`config.mk`:
```
export PLATFORM = sky130hd
export DESIGN_NAME = sfml_root
export DESIGN_NICKNAME = d
export VERILOG_FILES = /design/src/hw/rtl/sfml_pkg.sv /design/src/hw/rtl/sfml_root.sv
export SDC_FILE = /design/constraint.sdc
export NUM_CORES = 2
export LEC_CHECK = 0
export CORE_ASPECT_RATIO = 0.8
export CORE_MARGIN = 5
export CORE_UTILIZATION = 35
export CTS_CLUSTER_SIZE = 30
export DETAILED_ROUTE_END_ITERATION = 16
export DONT_BUFFER_PORTS = 1
export PLACE_DENSITY = 0.5
export SLEW_MARGIN = 40
export SYNTH_ARGS = -nofsm -noshare
export SYNTH_HDL_FRONTEND = slang
export SYNTH_SLANG_ARGS = --single-unit
export TNS_END_PERCENT = 50
```
`constraint.sdc`:
```
create_clock -name clk -period 7.1 [get_ports clk]
set_clock_uncertainty 0.05 [all_clocks]
set_input_delay 1.065 -clock clk [delete_from_list [all_inputs] [get_ports clk]]
set_output_delay 1.065 -clock clk [all_outputs]
set_load 0.005 [all_outputs]
```
`src/hw/rtl/sfml_pkg.sv`:
```
// Shared widths, constants and types for the spring force limiter.
// No dependencies; used by every module of the block.
package sfml_pkg;

  localparam int GAIN_W  = 12;
  localparam int MAXF_W  = 16;
  localparam int POS_W   = 20;
  localparam int FORCE_W = 17;
  localparam int MAG_W   = 23;
  localparam int SQ_W    = 2 * MAG_W;
  localparam int ROOT_W  = MAG_W;
  localparam int QUO_W   = MAXF_W;
  localparam int NUM_W   = MAG_W + MAXF_W;
  localparam int AXES    = 3;

  localparam int CFG_IDX_W = 2;
  localparam int CFG_DAT_W = 16;

  localparam logic [CFG_IDX_W-1:0] REG_GAIN = 2'd0;
  localparam logic [CFG_IDX_W-1:0] REG_MAXF = 2'd1;

  localparam logic [GAIN_W-1:0] GAIN_RESET = 12'd300;
  localparam logic [MAXF_W-1:0] MAXF_RESET = 16'd3300;

  // x/1000 = (x>>3)/125; 2^32/125 floored
  localparam logic [25:0] RECIP_125 = 26'd34359738;
  localparam logic [9:0]  HALF_K    = 10'd500;
  localparam logic [8:0]  DIV_125   = 9'd125;

  typedef struct packed {
    logic [AXES-1:0][MAG_W-1:0] mag;
    logic [AXES-1:0]            neg;
    logic                       lim;
  } item_t;

endpackage

```
`src/hw/rtl/sfml_root.sv`:
```
// Pipelined integer square root, one result bit per stage.
// Depends on sfml_pkg; carries the item record alongside.
module sfml_root (
  input  logic                           clk,
  input  logic                           rst,
  input  logic                           en,
  input  logic                           in_valid,
  input  logic [sfml_pkg::SQ_W-1:0]      sq,
  input  sfml_pkg::item_t                in_item,
  output logic                           out_valid,
  output logic [sfml_pkg::ROOT_W-1:0]    root,
  output sfml_pkg::item_t                out_item
);

  localparam int RW = sfml_pkg::ROOT_W;
  localparam int SW = sfml_pkg::SQ_W;

  logic [RW-1:0]          vld;
  logic [SW-1:0]          rad [RW];
  logic [RW+1:0]          rem [RW];
  logic [RW-1:0]          rt  [RW];
  sfml_pkg::item_t        it  [RW];

  for (genvar k = 0; k < RW; k++) begin : g_step
    logic                  src_vld;
    logic [SW-1:0]         src_rad;
    logic [RW+1:0]         src_rem;
    logic [RW-1:0]         src_rt;
    sfml_pkg::item_t       src_it;
    logic [RW+3:0]         cur;
    logic [RW+3:0]         trial;
    logic [RW+3:0]         diff;

    if (k == 0) begin : g_first
      assign src_vld = in_valid;
      assign src_rad = sq;
      assign src_rem = '0;
      assign src_rt  = '0;
      assign src_it  = in_item;
    end else begin : g_next
      assign src_vld = vld[k-1];
      assign src_rad = rad[k-1];
      assign src_rem = rem[k-1];
      assign src_rt  = rt[k-1];
      assign src_it  = it[k-1];
    end

    always_comb begin
      cur   = {src_rem, src_rad[SW-1 -: 2]};
      trial = {2'b00, src_rt, 2'b01};
      diff  = cur - trial;
    end

    always_ff @(posedge clk) begin
      if (rst) begin
        vld[k] <= 1'b0;
      end else if (en) begin
        vld[k] <= src_vld;
      end
    end

    always_ff @(posedge clk) begin
      if (en) begin
        rad[k] <= src_rad << 2;
        it[k]  <= src_it;
        if (cur >= trial) begin
          rem[k] <= diff[RW+1:0];
          rt[k]  <= {src_rt[RW-2:0], 1'b1};
        end else begin
          rem[k] <= cur[RW+1:0];
          rt[k]  <= {src_rt[RW-2:0], 1'b0};
        end
      end
    end
  end

  assign out_valid = vld[RW-1];
  assign root      = rt[RW-1];
  assign out_item  = it[RW-1];

endmodule

```
==> impl_metrics.toml <==
[floorplanning]
die_w_um = 642.4
die_area_mm2 = 0.3315
start_util_pct = 35.21
rows = 185
io_pins = 220
dieHeight_um = 515.9
core_area_mm2 = 0.3180

[drt]
vias = 52060
drt_first_pass_iters = 5
final_antenna_net_count = 0
drt-total-wl_um = 183900
route.detailed.drc = 0
first_iter_violations = 3728
wl_per_cell_um = 16.35
via_per_inst = 4.630

[synthesis]
ys_seq_elements = 3002
avgSynthCellArea_um2 = 17.28
synth_edf_count = 2978
synth_flop_cell = "edfxtp_1"
ys_seq_area_share_pct = 80.28
synth.distinct_cells = 86
synthArstFlopShare_pct = 0
synth_cells = 6482
syn_nets = 6906
yosysWarnings = 0
synth_area_mm2 = 0.1120

[placement]
post-place-ws_ns = -0.03148
dp_hpwl_um = 116600
port_buffers = 0
place.gp.congestion = 0.8361

[power]
powerDensity_mw_per_mm2 = 329.2
p_leak_nw = 45.57
irDropWorstVdd_uv = 203.3

[worst_setup_path]
start_kind = "input pin"
crit_path_max_incr_delay_ns = 0.63
crit_required_ns = 7.61
cp_data_arrival_time_ns = 6.45
cp-end-kind = "register"
crit_path_cell_trace = "buf_16, buf_16, buf_16, buf_16, buf_16, buf_16, buf_16, buf_16, buf_16, buf_16, or4b_2, a31oi_1, nand2_1, a21oi_2, clkinv_1, and3_1, a21o_1"
critPathKind = "in -> reg"
cpMostUsedCell = "buf_16"
slowest_stage = "or4b_2"
worst-path-max-fanout = 125

[timing]
max_freq_mhz = 168.5
final-setup-viol-count = 0
slew_violations = 0
post-route-period-util_pct = 83.60
period_minus_slack_ns = 5.936
tightest_slew_ns = 0.8985
max_slew_margin_pct = 40.10
hold_viol_final = 0
rsz0062_at_grt = "no"
holdWs_ns = 0.2104
layout_setup_ws_ns = 1.164

[global_route]
grt_usage_pct = 10.81
grt.overflow.total = 0
grt_antenna_before_repair = 9
grt_max_degree = 181
grt_pass1_vias = 51900
grt_pass1_wl_um = 291600

[layout]
drive_gt1_share_pct = 8.986
final_cell_mix = "edfxtp_1, inv_1, nand2_1"
fin_util_pct = 40.47
final_common_cell = "edfxtp_1"
syn_to_final_growth_pct = 14.94
final_nets = 7209

[min_path]
hold_class = "in -> reg"

[cts]
clk_latency_ns = 0.88
cts_buffer_depth = 4
cts_tree = "built"
cts_buffers = 321
htree_num_levels = 5
cts_root_buf = "clkbuf_16"
cts_setup_buffers = 0
ctsHoldBuffers = 0
cts_sinks = 3002
clk_pin_slew_worst_paths_ns = 0.06
post_cts_resized = 0

[job]
drv_cap = 0

[run_status]
outcome = "finished clean"
## through the flow
stage          setup TNS [ns]  power [mW]  instance area (µm²)  instances
3_5_place_dp         -0.04466       26.34               118200      10670
6_report                    0       42.37               128700      11240
4_1_cts                     0       43.15               128600      11240
5_1_grt                     0       44.44               128700      11240
2_1_floorplan               0       24.83               112000       6482
3_3_place_gp           -69.03       26.24               117700      10650
## final timing paths
path	startpoint	to	slack (ns)	cells past startpoint
worst min register to register	rad[0][143]$_DFFE_PP_	rad[0][189]$_DFFE_PP_	0.33	0
worst max register to register	rem[0][82]$_DFFE_PP_	rem[1][24]$_DFFE_PP_	3.18	9
worst min-delay path	rst	out_valid$_SDFFE_PP0P_	0.21	1
worst max-delay path	en	rem[5][29]$_DFFE_PP_	1.16	17
## layer usage
layer	part of all wire [%]	track usage [%]	vias up
met2	45	16.63	916
li1	-	-	25330
met1	48	15.23	25410
met3	4.3	2.142	408
met4	3.5	4.073	0
met5	0	0	-
## layout make-up
class                      count  area [µm²]
clock buffer                 382        8397
timing repair buffer          89        1426
multi-input combinational   2955       20160
tap                         4207        5264
fill                       28610      189300
clock inverter               189        1996
antenna                        4       10.01
inverter                     416        1562
sequential                  3002       89910
## kinds of logic (layout without fill, tap and decap cells)
logic type	count (synthesis)	after routing	share of synthesized area, %
flip-flops	3002	3002	80.28
AND/OR/NAND/NOR	1311	1311	6.015
AO/OA/AOI/OAI	892	892	4.952
buffers and inverters	525	1076	1.781
XOR/XNOR	394	394	3.081
adder cells (fa/ha/maj)	301	301	3.363
multiplexers	57	57	0.5296
other	0	4	0
## cell usage after synthesis (62+ instances only)
cell type	instances	area (µm²)
edfxtp_1	2978	89430
inv_1	414	1554
nand2_1	347	1303
ha_1	301	3766
o21ai_0	288	1441
nor2_1	261	979.7
a21oi_1	220	1101
xnor2_1	209	1831
xor2_1	185	1620
nor3_1	118	590.6
a21o_1	97	728.2
clkbuf_1	89	334.1
nand3_1	79	395.4
nand2b_1	74	462.9
nor4_1	74	462.9
nand4_1	62	387.9
## where the power goes
| part | internal (mW) | total, mW | leakage, nW | switching (mW) |
|---|---|---|---|---|
| combinational | 1.57 | 3.85 | 11.4 | 2.28 |
| clock | 9.69 | 16.4 | 5.06 | 6.73 |
| sequential | 21.3 | 22.1 | 29.1 | 0.796 |
## state kept, by name, indices dropped and copies added, names as in the netlist
name,count
it,1679
rem,518
out_valid,1
g_step.src_vld,22
rt,276
rad,506
## worst max-delay path: cells and delay by family
kind | cells | cell delay [ns]
buffers and inverters | 11 | 3.63
AOI/OAI and AO/OA | 3 | 0.51
and+or+nand+nor | 3 | 0.94
Note: power is estimated with default switching activity, not from simulation.
